[src/rtl/tcw_pkg.sv]
// ============================================================================
// tcw_pkg
// Shared types and constants for the text console writer: input mode codes,
// special character codes, the blank cell value, the attribute reset value
// and the result item layout.
package tcw_pkg;

    // Input mode codes.
    localparam logic [1:0] MODE_PUT   = 2'd0;
    localparam logic [1:0] MODE_CLEAR = 2'd1;
    localparam logic [1:0] MODE_READ  = 2'd2;

    // Control characters handled by a put.
    localparam logic [7:0] CH_NEWLINE   = 8'd10;
    localparam logic [7:0] CH_BACKSPACE = 8'd8;

    // Blank cell used by clear and scroll: a space with attribute 0x0F.
    localparam logic [15:0] BLANK_CELL = 16'h0F20;

    // Reset value of the text attribute register.
    localparam logic [7:0] ATTR_RESET = 8'h0F;

    // One result item as it leaves the block.
    typedef struct packed {
        logic [15:0] cell_value;
        logic [6:0]  cursor_column;
        logic [4:0]  cursor_line;
        logic        did_scroll;
    } result_t;

endpackage

[src/rtl/tcw_sequencer.sv]
// ============================================================================
// tcw_sequencer
// Control sequencer of the console: keeps the cursor, decodes each item,
// drives the frame buffer ports for cell writes, cell reads, the scroll copy
// sweep and the blanking sweep, and holds the result item for the consumer.
// ============================================================================
module tcw_sequencer #(
    parameter int COLUMNS = 80,
    parameter int ROWS    = 25,
    parameter int ADDR_W  = 11
) (
    input  logic                 clk,
    input  logic                 rst_n,
    // Input item channel.
    input  logic                 item_valid,
    output logic                 item_stall,
    input  logic [1:0]           mode,
    input  logic [7:0]           char_code,
    input  logic [4:0]           read_row,
    input  logic [6:0]           read_col,
    // Configuration.
    input  logic [7:0]           text_attribute,
    // Frame buffer ports.
    output logic                 mem_wr_en,
    output logic [ADDR_W-1:0]    mem_wr_addr,
    output logic [15:0]          mem_wr_data,
    output logic                 mem_rd_en,
    output logic [ADDR_W-1:0]    mem_rd_addr,
    input  logic [15:0]          mem_rd_data,
    // Result item channel.
    output logic                 result_valid,
    input  logic                 result_stall,
    output tcw_pkg::result_t     result
);

    localparam int CELLS    = ROWS * COLUMNS;
    localparam int MOVE_CNT = CELLS - COLUMNS;
    localparam int COL_W    = $clog2(COLUMNS);
    localparam int LINE_W   = $clog2(ROWS);

    typedef enum logic [2:0] {
        S_IDLE,
        S_READ_WAIT,
        S_SCROLL,
        S_BLANK,
        S_FINISH
    } state_t;

    state_t               state_reg, state_next;
    logic [COL_W-1:0]     col_reg, col_next;
    logic [LINE_W-1:0]    line_reg, line_next;
    logic [ADDR_W-1:0]    cnt_reg, cnt_next;
    logic                 report_reg, report_next;
    logic                 scroll_reg, scroll_next;
    logic [15:0]          cell_reg, cell_next;
    logic                 result_valid_reg, result_valid_next;
    tcw_pkg::result_t     result_reg, result_next;

    // Cursor arithmetic for a put.
    logic [COL_W:0]       col_inc;
    logic [LINE_W:0]      line_inc;
    logic [COL_W-1:0]     put_col;
    logic [LINE_W:0]      put_line;
    logic                 put_write;
    logic                 put_overflow;
    logic                 read_in_range;

    always_comb
    begin
        col_inc   = {1'b0, col_reg} + 1'b1;
        line_inc  = {1'b0, line_reg} + 1'b1;
        put_write = 1'b0;
        if (char_code == tcw_pkg::CH_NEWLINE)
        begin
            put_col  = '0;
            put_line = line_inc;
        end
        else if (char_code == tcw_pkg::CH_BACKSPACE)
        begin
            put_col  = (col_reg == '0) ? col_reg : col_reg - 1'b1;
            put_line = {1'b0, line_reg};
        end
        else
        begin
            put_write = 1'b1;
            if (32'(col_inc) >= COLUMNS)
            begin
                put_col  = '0;
                put_line = line_inc;
            end
            else
            begin
                put_col  = col_inc[COL_W-1:0];
                put_line = {1'b0, line_reg};
            end
        end
        put_overflow  = (32'(put_line) >= ROWS);
        read_in_range = (32'(read_row) < ROWS) && (32'(read_col) < COLUMNS);
    end

    // Next state, cursor and memory control.
    always_comb
    begin
        state_next        = state_reg;
        col_next          = col_reg;
        line_next         = line_reg;
        cnt_next          = cnt_reg;
        report_next       = report_reg;
        scroll_next       = scroll_reg;
        cell_next         = cell_reg;
        result_next       = result_reg;
        result_valid_next = result_valid_reg;
        mem_wr_en         = 1'b0;
        mem_wr_addr       = cnt_reg;
        mem_wr_data       = tcw_pkg::BLANK_CELL;
        mem_rd_en         = 1'b0;
        mem_rd_addr       = cnt_reg;

        // The consumer takes the pending result item.
        if (result_valid_reg && !result_stall)
        begin
            result_valid_next = 1'b0;
        end

        unique case (state_reg)
            S_IDLE:
            begin
                if (item_valid)
                begin
                    cell_next   = '0;
                    scroll_next = 1'b0;
                    report_next = 1'b1;
                    state_next  = S_FINISH;
                    case (mode)
                        tcw_pkg::MODE_PUT:
                        begin
                            mem_wr_en   = put_write;
                            mem_wr_addr = ADDR_W'(line_reg * COLUMNS + col_reg);
                            mem_wr_data = {text_attribute, char_code};
                            col_next    = put_col;
                            if (put_overflow)
                            begin
                                line_next   = LINE_W'(ROWS - 1);
                                scroll_next = 1'b1;
                                cnt_next    = '0;
                                state_next  = S_SCROLL;
                            end
                            else
                            begin
                                line_next = put_line[LINE_W-1:0];
                            end
                        end
                        tcw_pkg::MODE_CLEAR:
                        begin
                            col_next   = '0;
                            line_next  = '0;
                            cnt_next   = '0;
                            state_next = S_BLANK;
                        end
                        tcw_pkg::MODE_READ:
                        begin
                            if (read_in_range)
                            begin
                                mem_rd_en   = 1'b1;
                                mem_rd_addr = ADDR_W'(read_row * COLUMNS + read_col);
                                state_next  = S_READ_WAIT;
                            end
                        end
                        default:
                        begin
                            state_next = S_FINISH;
                        end
                    endcase
                end
            end

            S_READ_WAIT:
            begin
                cell_next  = mem_rd_data;
                state_next = S_FINISH;
            end

            // Copy each cell one row up: read a row below, write the cell
            // read in the previous cycle.
            S_SCROLL:
            begin
                if (cnt_reg != ADDR_W'(MOVE_CNT))
                begin
                    mem_rd_en   = 1'b1;
                    mem_rd_addr = ADDR_W'(cnt_reg + COLUMNS);
                end
                if (cnt_reg != '0)
                begin
                    mem_wr_en   = 1'b1;
                    mem_wr_addr = cnt_reg - 1'b1;
                    mem_wr_data = mem_rd_data;
                end
                if (cnt_reg == ADDR_W'(MOVE_CNT))
                begin
                    state_next = S_BLANK;
                end
                else
                begin
                    cnt_next = cnt_reg + 1'b1;
                end
            end

            // Fill cells from the counter up to the end with blanks.
            S_BLANK:
            begin
                mem_wr_en   = 1'b1;
                mem_wr_addr = cnt_reg;
                mem_wr_data = tcw_pkg::BLANK_CELL;
                if (cnt_reg == ADDR_W'(CELLS - 1))
                begin
                    state_next = report_reg ? S_FINISH : S_IDLE;
                end
                else
                begin
                    cnt_next = cnt_reg + 1'b1;
                end
            end

            S_FINISH:
            begin
                if (!result_valid_reg || !result_stall)
                begin
                    result_next.cell_value    = cell_reg;
                    result_next.cursor_column = 7'(col_reg);
                    result_next.cursor_line   = 5'(line_reg);
                    result_next.did_scroll    = scroll_reg;
                    result_valid_next         = 1'b1;
                    state_next                = S_IDLE;
                end
            end

            default:
            begin
                state_next = S_IDLE;
            end
        endcase
    end

    // State and registered outputs. Reset starts the clearing pass.
    always_ff @(posedge clk or negedge rst_n)
    begin
        if (!rst_n)
        begin
            state_reg        <= S_BLANK;
            col_reg          <= '0;
            line_reg         <= '0;
            cnt_reg          <= '0;
            report_reg       <= 1'b0;
            scroll_reg       <= 1'b0;
            cell_reg         <= '0;
            result_valid_reg <= 1'b0;
            result_reg       <= '0;
        end
        else
        begin
            state_reg        <= state_next;
            col_reg          <= col_next;
            line_reg         <= line_next;
            cnt_reg          <= cnt_next;
            report_reg       <= report_next;
            scroll_reg       <= scroll_next;
            cell_reg         <= cell_next;
            result_valid_reg <= result_valid_next;
            result_reg       <= result_next;
        end
    end

    assign item_stall   = (state_reg != S_IDLE);
    assign result_valid = result_valid_reg;
    assign result       = result_reg;

endmodule

[config.mk]
export PLATFORM = sky130hd
export DESIGN_NAME = tcw_sequencer
export DESIGN_NICKNAME = d
export VERILOG_FILES = /design/src/rtl/tcw_pkg.sv /design/src/rtl/tcw_sequencer.sv
export SDC_FILE = /design/constraint.sdc
export NUM_CORES = 1
export LEC_CHECK = 0
export BUFFER_PORTS_ARGS = -buffer_cell sky130_fd_sc_hd__buf_4
export CAP_MARGIN = 20
export CORE_MARGIN = 4
export CORE_UTILIZATION = 45
export DETAILED_ROUTE_END_ITERATION = 12
export PLACE_DENSITY = 0.77
export SLEW_MARGIN = 0
export SYNTH_ARGS = -nofsm -noshare
export SYNTH_HDL_FRONTEND = slang
export SYNTH_SLANG_ARGS = --single-unit
[constraint.sdc]
create_clock -name clk -period 3 [get_ports clk]
set_clock_uncertainty 0.15 [all_clocks]
set_input_delay 0.45 -clock clk [delete_from_list [all_inputs] [get_ports clk]]
set_output_delay 0.45 -clock clk [all_outputs]
set_load 0.05 [all_outputs]
Yosys cells after proc, flatten, opt, wreduce, memory -nomap -nowiden
Cells that the tools add are included.

operators by class
  $add $sub $neg = 8
  multiply operators = 2
  order comparisons = 4
  equal/unequal tests = 20
  mux-type cells = 56
  reductions and logical operators = 20

operators by type and width
  cell                                                  number
  two-way mux 11 bit                                    11
  case mux 11 bit (2 select lines)                      3
  two-way mux 16 bit                                    4
  case mux 16 bit (2 select lines)                      2
  case mux 11 bit (3 select lines)                      1
  two-way mux 7 bit                                     4
  adder 11 x 7 -> 11 bit                                2
  equality test 11 bit (second input constant)          2
  two-way mux 3 bit                                     7
  two-way mux 6 bit                                     3
  equality test 8 x 4 -> 1 bit (second input constant)  2
  case mux 3 bit (5 select lines)                       1
  multiplier 5 x 3 -> 7 bit (second input constant)     2
  two-way mux 1 bit                                     14
  case mux 7 bit (2 select lines)                       1
  != test 2 bit (second input constant)                 6
  adder 11 x 1 -> 11 bit (second input constant)        1
  adder 11 x 7 -> 11 bit (second input constant)        1
  != test 11 bit (second input constant)                1
  nonzero test 11 bit                                   1
  subtractor 11 x 1 -> 11 bit (second input constant)   1
  case mux 5 bit (2 select lines)                       1
  case mux 3 bit (3 select lines)                       1
  adder 7 x 1 -> 8 bit (second input constant)          1
  29 further kinds                                      37

word-level totals
  flip-flop bits (word level) = 74
  output and inout port bits = 71
  logic and storage cells = 122

Longest topological paths before layout
Gate-level depths: netlist of the first run.

  depth in word-level cells = 10
  depth in mapped cells = 12
  mapped depth without buffers = 10

Least setup slack after synthesis of the first run
No wires, ideal clock.

  path kind = register to output
  start = reg cnt_reg[5]
  end = out mem_wr_addr[7]
  arrival time = 3317 ps
  required time = 2400 ps
  path slack = -917 ps
  stages on the path, launching flop included = 9
  path buffers = 1
  path through = dfrtp_1 > clkbuf_1 > inv_1 > ha_1 > nor4b_1 > nand4_1 > and2_1 > nand2_1 > o311ai_0

on the way
  longest elaborated chain between the ends = 3
  elaborated cells between the ends (all ways) = 4
  classes of those cells = 1 x add/sub; 2 x mux; 1 x reduce/logical

ends and longest elaborated chain
  what                                                                line                                        source
  start: declaration                                                  tcw_sequencer.sv:52                         logic [ADDR_W-1:0] cnt_reg, cnt_next;
  start signal: assignment                                            tcw_sequencer.sv:264                        cnt_reg <= cnt_next;
  subtractor 11 x 1 -> 11 bit or nonzero test 11 bit (tied branches)  tcw_sequencer.sv:195, tcw_sequencer.sv:192
  two-way mux 11 bit *                                                tcw_sequencer.sv:192                        if (cnt_reg != '0)
  case mux 11 bit (2 select lines) *                                  tcw_sequencer.sv:125                        unique case (state_reg)
  end: declaration                                                    tcw_sequencer.sv:25                         output logic [ADDR_W-1:0] mem_wr_addr,

Mark *: on every way between the ends. The rest lies on a longest branch, timed or not.

Worst setup path in the final report of the first run
  start = reg line_reg[3]
  end = out mem_wr_addr[9]

on the way
  longest elaborated chain between the ends = 5

ends and longest elaborated chain
  what                              line                  source
  start: declaration                tcw_sequencer.sv:51   logic [LINE_W-1:0] line_reg, line_next;
  start signal: assignment          tcw_sequencer.sv:263  line_reg <= line_next;
  multiplier 5 x 3 -> 7 bit         tcw_sequencer.sv:138  mem_wr_addr = ADDR_W'(line_reg * COLUMNS + col_reg);
  adder 11 x 7 -> 11 bit            tcw_sequencer.sv:138
  two-way mux 11 bit                tcw_sequencer.sv:134  case (mode)
  two-way mux 11 bit                tcw_sequencer.sv:128  if (item_valid)
  case mux 11 bit (2 select lines)  tcw_sequencer.sv:125

No other way between the ends.

==> impl_summary.log, run 1 <==
INFO  metric clk_path_buf_depth = 2
INFO  metric switching_share = 48.5%
INFO  metric fmax = 313 MHz
INFO  metric max_cap_violations = 0
INFO  metric power_switching = between 0.003 and 0.004 W
INFO  metric final.setup.tns = -0.567 ns
INFO  metric drt-wirelength-per-cell = 19.3 um
INFO  metric crit_path_frequent_cell = sky130_fd_sc_hd__ha_4
INFO  metric dp_hpwl = approximately 13000 um
INFO  metric first_pass_iters = 5
INFO  metric grt_pass1_vias = approximately 5200
INFO  metric violations_in_the_final_reports = setup timing
INFO  metric layout_setup_ws = -0.198 ns
INFO  metric report.final.setup_viol = 4
INFO  metric detailedPlace.worstSlack = -0.366 ns
INFO  metric synth_ff_type = sky130_fd_sc_hd__dfrtp_1
INFO  metric hold_viol_final = 0
INFO  metric seqPwrFrac = roughly a fifth
INFO  metric clock_pin_slew_on_the_worst_setup_and_hold_paths = 0.06 ns
INFO  metric place.gp.congestion = about 0.9
INFO  metric cts_inserted_buffers = 9
INFO  metric wl_met3 = 1600 um
INFO  metric critical_path.endpoint_type = primary output
INFO  metric synth.ff_latch_count = 74
INFO  metric yosys_warnings = 0
INFO  metric area_growth_syn_to_layout = 44.1%
INFO  metric via_per_inst = 6.06
INFO  metric die_height = 115 um
INFO  metric cts_hold_buffers = 0
INFO  metric max_stage_delay = 0.54 ns
INFO  metric power.share.clock = 16.0%
INFO  metric drtIter0Drc = 381
INFO  metric cellPowerDensity = 921 nW/um^2
INFO  metric wl_met2 = around 7900 um
INFO  metric row_count = 38
INFO  metric synth.area.top_cells = sky130_fd_sc_hd__dfrtp_1 (35%), sky130_fd_sc_hd__mux2_2 (7.0%), sky130_fd_sc_hd__ha_1 (6.5%), sky130_fd_sc_hd__a22o_1 (5.1%), sky130_fd_sc_hd__nand2_1 (4.0%)
INFO  metric route.antenna.remaining_nets = 0
INFO  metric crit_fanout = 3
INFO  metric grt_usage = between 20% and 30%
INFO  metric dpl.cell_count = 862
INFO  metric crit_arrival = roughly 2.6 ns
INFO  metric largest_reg_flops = 29
INFO  metric synthesis.instances = 570
INFO  metric total_leakage_power = 3.44 nW
INFO  metric vdd_ir_drop_max = 0.763 mV
INFO  metric wirelength_routed = 17100 um
INFO  metric n_fill_cell = 826
INFO  metric top_layer_used = met4
INFO  metric max_slew.worst_pin.slew = 0.952 ns
INFO  metric post-route-util = 67.7%
INFO  metric initial_core_util = 47.0%
INFO  metric yosysTopAreaCellShare = 34.8%
INFO  metric pwr-share-comb = 64.4%
INFO  metric net_total_in_the_final_layout = 826
INFO  metric floorplan.die.width = 115 um
INFO  metric syn-cell-area = 5180 um^2
INFO  metric timing.critical_path.slowest_stage_cell = sky130_fd_sc_hd__fa_2
INFO  metric cts_root_buf = sky130_fd_sc_hd__clkbuf_16
INFO  metric overflow = 0
INFO  metric timing.max_slew.rel_slack = 36.5%
INFO  metric period_utilisation_layout = 107%
INFO  metric die_area = 13300 um^2
INFO  metric async_reset_ff_share = 100%
INFO  metric drv_slew = 0
INFO  metric tritoncts = built
INFO  metric synth-seq-area-share = 35.8%
INFO  metric grt_first_pass_wirelength = about 27000 um
INFO  metric hold_class = input port to async pin
INFO  metric period_minus_slack = 3.20 ns
INFO  metric layout.cells.non_filler = 890
INFO  metric startpoint_type = register
INFO  metric sink_count_of_the_clock_tree = between 70 and 80
INFO  metric synth.distinct_cells = 65
INFO  metric layout-drive-gt1-share = 44.1%
INFO  metric number_of_i_o_pins = between 100 and 150
INFO  metric antenna_found_initial = 0
INFO  metric intPower = about 0.0035 W
INFO  metric synth_area_leader_cell = sky130_fd_sc_hd__dfrtp_1
INFO  metric antenna_cell_count = 0
INFO  metric drc = 0
INFO  metric rsz0062_at_grt = yes
INFO  metric met1Wirelength = 7080 um
INFO  metric setup.worst_path.class = register to primary output
INFO  metric route.vias.total = 5392
INFO  metric crit_chain = ha_4, ha_4, fa_2, nand2_1, or3_4, nand3_2, o211ai_1, buf_4
INFO  metric placement.cell_area = a little under 7000 um^2
INFO  metric status = finished, violations left
INFO  metric clkLatencyLatePin = 0.34 ns
INFO  metric clock_tree.htree_level_count = 3
INFO  metric synth_area_per_cell = roughly 9.1 um^2
INFO  metric placeableCoreArea = approximately 11000 um^2
INFO  metric port_buffer_cells = 120
INFO  metric timing.critical_path.required = around 2.4 ns
INFO  metric layout.cell_area.non_filler = 7470 um^2
INFO  metric number_of_nets_produced_by_synthesis = around 650
INFO  metric grt_max_degree = 75
INFO  metric synth-edff-count = 0
[per-layer routing]
layer,track usage [%],vias to the layer above
li1,-,2478
met1,32.7,2583
met2,42.0,289
met3,6.53,42
met4,8.29,0
met5,0,-
[cells by family (layout without fill, tap and decap cells)]
logic type	Yosys count	count (layout)	synth area share [%]
AO/OA/AOI/OAI	184	184	24.8
buffers and inverters	52	232	3.89
XOR/XNOR	15	15	2.54
adder cells (fa/ha/maj)	31	31	8.07
AND/OR/NAND/NOR	178	178	17.1
flip-flops	74	74	35.8
multiplexers	36	36	7.83
[cell usage after synthesis, types with 4 or more instances]
master and n:
sky130_fd_sc_hd__a21o_1 6, sky130_fd_sc_hd__a21oi_1 34, sky130_fd_sc_hd__a22o_1 30, sky130_fd_sc_hd__a22oi_1 5, sky130_fd_sc_hd__a31oi_1 14, sky130_fd_sc_hd__and2_1 7
sky130_fd_sc_hd__clkbuf_1 31, sky130_fd_sc_hd__dfrtp_1 72, sky130_fd_sc_hd__fa_1 4, sky130_fd_sc_hd__ha_1 27, sky130_fd_sc_hd__inv_1 16, sky130_fd_sc_hd__mux2_2 32
sky130_fd_sc_hd__nand2_1 55, sky130_fd_sc_hd__nand2b_1 5, sky130_fd_sc_hd__nand3_1 18, sky130_fd_sc_hd__nand4_1 6, sky130_fd_sc_hd__nor2_1 35, sky130_fd_sc_hd__nor2b_1 10
sky130_fd_sc_hd__nor3_1 15, sky130_fd_sc_hd__nor4_1 7, sky130_fd_sc_hd__o211ai_1 4, sky130_fd_sc_hd__o21a_1 4, sky130_fd_sc_hd__o21ai_0 39, sky130_fd_sc_hd__o21ai_2 6
sky130_fd_sc_hd__o22a_1 8, sky130_fd_sc_hd__o22ai_1 5, sky130_fd_sc_hd__o31ai_1 7, sky130_fd_sc_hd__xnor2_1 10, sky130_fd_sc_hd__xor2_1 5
[worst max-delay path, delay by kind of cell, from the launching register on]
kind,cells,cell delay (ns)
buffers and inverters,1,0.21
AND/OR/NAND/NOR,3,0.56
adder cells (fa/ha/maj),3,0.96
flip-flops,1,0.41
AO/OA/AOI/OAI,1,0.11
[cell type report]
type	count	area (um^2)	area share (%)
Timing Repair Buffer	200	1560	20.9
Multi-Input combinational cell	444	3510	47.0
Clock buffer	11	253	3.39
Clock inverter	5	52.6	0.704
Sequential cell	74	1860	24.9
Inverter	16	60.1	0.804
Tap cell	140	175	2.35
[cells in the final DEF (no fill, tap or decap), drive strengths merged, types with 4 or more instances in the layout]
cell,synthesis,routed
a22o,30,30
inv,16,16
nor3,15,15
a21o,6,6
a22oi,5,5
nor2b,10,10
clkbuf,31,11
o21a,4,4
xor2,5,5
o31ai,7,7
o211ai,4,4
xnor2,10,10
buf,5,200
nand2b,5,5
o22a,8,8
a31oi,14,14
dfrtp,72,72
a21oi,35,35
o21ai,45,45
fa,4,4
nand2,56,56
nor2,35,35
and2,7,7
ha,27,27
nand3,18,18
nand4,6,6
nor4,7,7
o22ai,5,5
mux2,33,33
[final timing paths]
kind / start / to / slack [ns] / cells after the start
min in group clk: mem_rd_data[12] / cell_reg[12] / 0.20 / 2
max in group asynchronous: rst_n / col_reg[4] / 1.94 / 1
setup / recovery: line_reg[3] / mem_wr_addr[9] / -0.20 / 8
setup reg to reg: col_reg[1] / cnt_reg[5] / 0.13 / 10
hold reg to reg: result[6] / result[6] / 0.33 / 2
hold / removal: rst_n / result[6] / 0.1 / 1
[what timing repair did]
action                     CTS  global route
gates resized for setup     24            44
setup endpoints to repair   30            26
pin swaps                   18            18
setup buffers                4             8
[through the flow]
stage	total power [W]	hold slack, ns
2_1_floorplan	0.00407	0.00441
3_3_place_gp	0.00532	0.307
6_report	0.00688	0.0975
5_1_grt	0.00721	0.203
3_5_place_dp	0.00538	0.316
4_1_cts	0.00661	0.146
[power groups by stage]
stage	registers (W)	clock network [W]	logic, W
2_1_floorplan	0.00160	0	0.00247
3_3_place_gp	0.00134	0	0.00398
3_5_place_dp	0.00135	0	0.00402
4_1_cts	0.00134	0.00111	0.00416
5_1_grt	0.00137	0.00116	0.00468
6_report	0.00135	0.00110	0.00443
Note: power is estimated with default switching activity, not from simulation.
==> inputs of run 2 (changes only) <==
--- a/config.mk
+++ b/config.mk
@@ -9,7 +9,9 @@
 export CAP_MARGIN = 20
 export CORE_MARGIN = 4
 export CORE_UTILIZATION = 45
+export CTS_CLUSTER_SIZE = 30
 export DETAILED_ROUTE_END_ITERATION = 12
+export GPL_TIMING_DRIVEN = 0
 export PLACE_DENSITY = 0.77
 export SLEW_MARGIN = 0
 export SYNTH_ARGS = -nofsm -noshare
==> impl_summary.log, run 2 (synthesis results as in run 1) <==
INFO  metric placeableCoreArea = 11000 um^2 (unchanged)
INFO  metric hold_slack = 0.105 ns (+0.00790 ns)
INFO  metric cts_hold_buffers = 0 (unchanged)
INFO  metric antenna_found_initial = 0 (unchanged)
INFO  metric critical_path.endpoint_type = primary output
INFO  metric via_per_inst = 6.16 (+1.6%)
INFO  metric drtIter0Drc = 556 (+46%)
INFO  metric register_area = 1870 um^2 (+0.61%)
INFO  metric layout-drive-gt1-share = 43.7% (-0.43 points)
INFO  metric status = finished, violations left
INFO  metric initial_core_util = 47.0% (unchanged)
INFO  metric grt_first_pass_wirelength = 27600 um (+3.7%)
INFO  metric totalPowerFinal = 0.00719 W (+4.6%)
INFO  metric total_leakage_power = 3.40 nW (-1.4%)
INFO  metric rsz0062_at_grt = yes
INFO  metric floorplan.die.width = 115 um (unchanged)
INFO  metric vdd_ir_drop_max = 0.687 mV (-10%)
INFO  metric cts_inserted_buffers = 9 (unchanged)
INFO  metric period_minus_slack = 3.25 ns (+0.0510 ns)
INFO  metric setup.worst_path.class = register to primary output
INFO  metric clock_tree.htree_level_count = 3 (unchanged)
INFO  metric sink_count_of_the_clock_tree = 74 (unchanged)
INFO  metric overflow = 0 (unchanged)
INFO  metric hold_class = input port to async pin
INFO  metric layout.cells.non_filler = 886 (-0.45%)
INFO  metric period_utilisation_layout = 108% (+1.7 points)
INFO  metric die_area = 13300 um^2 (unchanged)
INFO  metric row_count = 38 (unchanged)
INFO  metric max_slew.worst_pin.slew = 0.937 ns (-0.0147 ns)
INFO  metric dpl.cell_count = 831 (-3.6%)
INFO  metric largest_reg_flops = 29 (unchanged)
INFO  metric drt-wirelength-per-cell = 20.3 um (+5.4%)
INFO  metric tritoncts = built
INFO  metric route.antenna.remaining_nets = 0 (unchanged)
INFO  metric max_cap_violations = 0 (unchanged)
INFO  metric timing.max_slew.rel_slack = 37.5% (+0.98 points)
INFO  metric worstRegToRegCells = 10 (unchanged)
INFO  metric fmax = 308 MHz (-1.6%)
INFO  metric crit_fanout = 3 (unchanged)
INFO  metric grt_pass1_vias = 5324 (+1.5%)
INFO  metric port_buffer_cells = 120 (unchanged)
INFO  metric cp-startpoint = line_reg[1]
INFO  metric antenna_cell_count = 0 (unchanged)
INFO  metric most-common-layout-cells = sky130_fd_sc_hd__buf_4 (121), sky130_fd_sc_hd__dfrtp_1 (62), sky130_fd_sc_hd__nand2_1 (50), sky130_fd_sc_hd__buf_6 (38), sky130_fd_sc_hd__mux2_2 (31)
INFO  metric grt_max_degree = 75 (unchanged)
INFO  metric drv_slew = 0 (unchanged)
INFO  metric clkLatencyLatePin = 0.35 ns (about the same)
INFO  metric timing.critical_path.required = 2.40 ns (about the same)
INFO  metric route.vias.total = 5456 (+1.2%)
INFO  metric violations_in_the_final_reports = setup timing
INFO  metric area_growth_syn_to_layout = 45.3%
INFO  metric number_of_i_o_pins = 121 (unchanged)
INFO  metric die_height = 115 um (unchanged)
INFO  metric dp_hpwl = 12600 um (-0.61%)
INFO  metric crit_arrival = 2.65 ns (+0.05 ns)
INFO  metric net_total_in_the_final_layout = 822 (-0.48%)
INFO  metric layout_setup_ws = -0.249 ns (-0.0510 ns)
INFO  metric clock_pin_slew_on_the_worst_setup_and_hold_paths = 0.06 ns (about the same)
INFO  metric cellPowerDensity = 956 nW/um^2 (+3.8%)
INFO  metric layout.cells.most_common = sky130_fd_sc_hd__buf_4
INFO  metric clk_path_buf_depth = 2 (unchanged)
INFO  metric wirelength_routed = 18000 um (+4.9%)
INFO  metric startpoint_type = register
INFO  metric grt_usage = 26.5% (+1.1 points)
INFO  metric reg2reg_slack = -0.01 ns (-0.14 ns)
INFO  metric cts_root_buf = sky130_fd_sc_hd__clkbuf_16
INFO  metric place.gp.congestion = 0.931 (+1.1%)
INFO  metric report.final.setup_viol = 20 (+16)
INFO  metric n_fill_cell = 850 (+2.9%)
INFO  metric hold_viol_final = 0 (unchanged)
INFO  metric multi_input_gate_area_in_the_final_layout = 3570 um^2 (+1.7%)
INFO  metric rr_startpoint = col_reg[1]
INFO  metric drc = 0 (unchanged)
INFO  metric first_pass_iters = 5 (unchanged)
-- run 2: cell types whose count changed in the layout (fill, tap and decap cells not counted), sizes merged --
cell    before  now
buf        200  169
clkbuf      11   37
clkinv       3    5
bufinv       1    0
-- run 2: path summary, 6_finish.rpt --
| kind | endpoint |
|---|---|
| hold reg to reg | report_reg |
| min in group clk | cell_reg[12] |
| max in group asynchronous | state_reg[2] |
| setup reg to reg | cnt_reg[1] |
| hold / removal | result[11] |
| setup / recovery | mem_wr_addr[9] |
-- run 2: per-stage QoR --
step	worst slack [ns]	instance area [um^2]	utilization (%)	setup TNS (ns)
after global placement	-0.853	6400	58.0	-17.97
after global routing	-0.302	7530	68.2	-2.27
after CTS	-0.258	7200	65.3	-0.783
final	-0.249	7530	68.2	-1.04
after floorplan	-0.0915	5320	-	-0.422
after detailed placement	-0.841	6400	58.0	-19.40
-- run 2: routing by layer --
metal | vias up | global-route usage [%] | part of all wire (%)
li1 | 2476 | - | -
met1 | 2597 | 34.2 | 40
met2 | 332 | 44.9 | 47
met3 | 51 | 5.74 | 10
met4 | 0 | 7.82 | 2.7
met5 | - | 0 | 0
-- run 2: where the power goes --
group          internal, W  leakage [nW]  switching [W]
combinational      0.00187          2.29        0.00290
sequential         0.00121         0.972       0.000209
clock             0.000561         0.132       0.000436
-- run 2: repair_timing --
item / 4_1_cts / 5_1_grt
pin swaps: 33 / 41
endpoints found under the setup margin: 68 / 48
buffers inserted: 29 / 11
gates resized for setup: 84 / 79
gates cloned: 1 / 0
-- run 2: final cells by class --
| class | instances | share of cell area, % |
|---|---|---|
| Multi-Input combinational cell | 444 | 47.5 |
| Sequential cell | 74 | 24.8 |
| Timing Repair Buffer | 162 | 18.3 |
| Clock buffer | 10 | 3.04 |
| Buffer | 34 | 2.63 |
| Tap cell | 140 | 2.33 |
| Inverter | 16 | 0.865 |
| Clock inverter | 6 | 0.582 |
-- run 2: worst max-delay path, cell delays in order, from the launching register on --
cell                       delay [ns]
sky130_fd_sc_hd__dfrtp_2         0.44
sky130_fd_sc_hd__ha_4            0.26
sky130_fd_sc_hd__ha_4            0.16
sky130_fd_sc_hd__fa_2            0.55
sky130_fd_sc_hd__nand2_1         0.08
sky130_fd_sc_hd__or3_4           0.38
sky130_fd_sc_hd__nand3_2         0.09
sky130_fd_sc_hd__o211ai_1        0.12
sky130_fd_sc_hd__buf_4           0.22
==> inputs of run 3 (changes only) <==
--- a/config.mk
+++ b/config.mk
@@ -5,14 +5,14 @@
 export SDC_FILE = /design/constraint.sdc
 export NUM_CORES = 1
 export LEC_CHECK = 0
-export BUFFER_PORTS_ARGS = -buffer_cell sky130_fd_sc_hd__buf_4
+export BUFFER_PORTS_ARGS = -buffer_cell sky130_fd_sc_hd__buf_2
 export CAP_MARGIN = 20
 export CORE_MARGIN = 4
 export CORE_UTILIZATION = 45
 export CTS_CLUSTER_SIZE = 30
 export DETAILED_ROUTE_END_ITERATION = 12
 export GPL_TIMING_DRIVEN = 0
-export PLACE_DENSITY = 0.77
+export PLACE_DENSITY_LB_ADDON = 0.1
 export SLEW_MARGIN = 0
 export SYNTH_ARGS = -nofsm -noshare
 export SYNTH_HDL_FRONTEND = slang
==> impl_summary.log, run 3 (synthesis results as in run 1) <==
INFO  metric status = finished, violations left
INFO  metric violations_in_the_final_reports = setup timing
INFO  metric port_buffer_cells = 120 (unchanged)
INFO  metric via_per_inst = 6.09 (-1.1%)
INFO  metric intPower = 0.00370 W (+1.6%)
INFO  metric max_cap_violations = 0 (unchanged)
INFO  metric cts_inserted_buffers = 9 (unchanged)
INFO  metric hold_viol_final = 0 (unchanged)
INFO  metric route.vias.total = 5426 (-0.55%)
INFO  metric vdd_ir_drop_max = 1.16 mV (+69%)
INFO  metric cts_root_buf = sky130_fd_sc_hd__clkbuf_16
INFO  metric pwr-share-comb = 64.0% (-2.4 points)
INFO  metric grtUsageMet3 = 4.05% (-1.7 points)
INFO  metric place.gp.congestion = 0.922 (-1.0%)
INFO  metric largest_reg_flops = 29 (unchanged)
INFO  metric rsz0062_at_grt = yes
INFO  metric drtIter0Drc = 318 (-43%)
INFO  metric sink_count_of_the_clock_tree = 74 (unchanged)
INFO  metric dp_hpwl = 12400 um (-1.5%)
INFO  metric gr-max-usage-layer = met2
INFO  metric drc = 0 (unchanged)
INFO  metric grt_first_pass_wirelength = 27200 um (-1.6%)
INFO  metric setup.worst_path.class = register to primary output
INFO  metric timing.max_slew.rel_slack = 52.8% (+15 points)
INFO  metric crit_fanout = 2 (-1)
INFO  metric grt_util_met2 = 45.2% (+0.27 points)
INFO  metric antenna_cell_count = 0 (unchanged)
INFO  metric net_total_in_the_final_layout = 827 (+0.61%)
INFO  metric grt_pass1_vias = 5225 (-1.9%)
INFO  metric clk_path_buf_depth = 2 (unchanged)
INFO  metric timing.critical_path.required = 2.40 ns (about the same)
INFO  metric crit_arrival = 2.61 ns (-0.04 ns)
INFO  metric antenna_found_initial = 0 (unchanged)
INFO  metric clock_pin_slew_on_the_worst_setup_and_hold_paths = 0.06 ns (about the same)
INFO  metric grt_max_degree = 53 (-29%)
INFO  metric clock_tree.htree_level_count = 3 (unchanged)
INFO  metric dpl.cell_count = 832 (+0.12%)
INFO  metric period_utilisation_layout = 107% (-1.3 points)
INFO  metric seqPwrFrac = 19.3% (-0.5 points)
INFO  metric drv_slew = 0 (unchanged)
INFO  metric fmax = 312 MHz (+1.3%)
INFO  metric cellPowerDensity = 971 nW/um^2 (+1.6%)
INFO  metric route.antenna.remaining_nets = 0 (unchanged)
INFO  metric groute.layer.met1.usage = 32.8% (-1.4 points)
INFO  metric hold_class = input port to register
INFO  metric startpoint_type = register
INFO  metric number_of_i_o_pins = 121 (unchanged)
INFO  metric detailedPlace.worstSlack = -0.875 ns (-0.0336 ns)
INFO  metric max_slew.worst_pin.slew = 0.707 ns (-0.230 ns)
INFO  metric reg2reg_slack = 0.07 ns (+0.08 ns)
INFO  metric first_pass_iters = 5 (unchanged)
INFO  metric layout.cells.non_filler = 891 (+0.56%)
INFO  metric die_height = 115 um (unchanged)
INFO  metric placeableCoreArea = 11000 um^2 (unchanged)
INFO  metric tritoncts = built
INFO  metric post-route-util = 68.4% (+0.12 points)
INFO  metric layout-drive-gt1-share = 45.0% (+1.3 points)
INFO  metric hold_slack = 0.193 ns (+0.0872 ns)
INFO  metric wirelength_routed = 17800 um (-1.1%)
INFO  metric drt-wirelength-per-cell = 20.0 um (-1.6%)
INFO  metric grt_usage = 26.0% (-0.50 points)
INFO  metric initial_core_util = 47.0% (unchanged)
INFO  metric switching_share = 49.5% (+0.12 points)
INFO  metric die_area = 13300 um^2 (unchanged)
INFO  metric report.final.setup_viol = 9 (-55%)
INFO  metric layout_setup_ws = -0.209 ns (+0.0405 ns)
INFO  metric total_leakage_power = 3.42 nW (+0.63%)
INFO  metric layout.cell_area.non_filler = 7540 um^2 (+0.18%)
INFO  metric overflow = 0 (unchanged)
INFO  metric most-common-layout-cells = sky130_fd_sc_hd__buf_2 (85), sky130_fd_sc_hd__dfrtp_1 (62), sky130_fd_sc_hd__nand2_1 (49), sky130_fd_sc_hd__buf_4 (45), sky130_fd_sc_hd__buf_6 (38)
INFO  metric area_growth_syn_to_layout = 45.6%
INFO  metric power.share.clock = 16.8% (+2.9 points)
INFO  metric power_switching = 0.00362 W (+2.1%)
INFO  metric clkLatencyLatePin = 0.35 ns (about the same)
INFO  metric critical_path.endpoint_type = primary output
INFO  metric placement.cell_area = 6130 um^2 (-4.2%)
INFO  metric period_minus_slack = 3.21 ns (-0.0405 ns)
INFO  metric floorplan.die.width = 115 um (unchanged)
INFO  metric layout.cells.most_common = sky130_fd_sc_hd__buf_2
INFO  metric row_count = 38 (unchanged)
## run 3: path summary, 6_finish.rpt
check | startpoint | depth (start not counted) | endpoint
worst max register to register | col_reg[1] | 10 | cnt_reg[1]
worst min register to register | report_reg | 1 | report_reg
min in group asynchronous | rst_n | 2 | col_reg[5]
worst min-delay path | mem_rd_data[13] | 2 | cell_reg[13]
worst max-delay path | line_reg[1] | 9 | mem_wr_addr[9]
max in group asynchronous | rst_n | 3 | cnt_reg[4]
## run 3: final cells by class
type,instances,area [um^2]
clock buffer,10,239
multi-input combinational,444,3680
timing repair buffer,167,1230
fill,874,3490
inverter,16,65.1
buffer,34,193
tap,140,175
clock inverter,6,95.1
sequential,74,1870
## run 3: worst max-delay path, stage by stage (launching register included)
cell and delay, ns:
sky130_fd_sc_hd__dfrtp_2 0.44, sky130_fd_sc_hd__ha_4 0.26, sky130_fd_sc_hd__ha_4 0.16, sky130_fd_sc_hd__fa_2 0.34, sky130_fd_sc_hd__xnor2_2 0.14, sky130_fd_sc_hd__buf_4 0.14, sky130_fd_sc_hd__or3_4 0.38, sky130_fd_sc_hd__nand3_2 0.07
sky130_fd_sc_hd__o211ai_1 0.12, sky130_fd_sc_hd__buf_4 0.22
## run 3: metal layers
layer,routed length [um],up-vias,share of wire (%)
met2,9100,202,51
met3,902,42,5.1
li1,-,2486,-
met5,0,-,0
met4,463,0,2.6
met1,7310,2696,41
## run 3: power groups by stage
stage	clock (W)	sequential (W)	combinational [W]
CTS	0.00124	0.00140	0.00407
detailed placement	0	0.00138	0.00358
global route	0.00128	0.00144	0.00494
finish	0.00123	0.00141	0.00469
global placement	0	0.00137	0.00353
floorplan	0	0.00160	0.00247
## run 3: timing repair
item	in CTS	in global routing
hold buffers	1	0
resized for setup	97	124
gates cloned	1	0
pin swaps	30	41
setup buffers	30	12
endpoints found under the hold margin	20	0
endpoints found under the setup margin	68	50
## run 3: stage by stage
stage,power (W),TNS (ns)
after floorplan,0.00407,-0.422
after global placement,0.00490,-21.09
after detailed placement,0.00495,-22.06
after CTS,0.00671,-0.524
after global routing,0.00766,-3.27
final,0.00732,-0.678
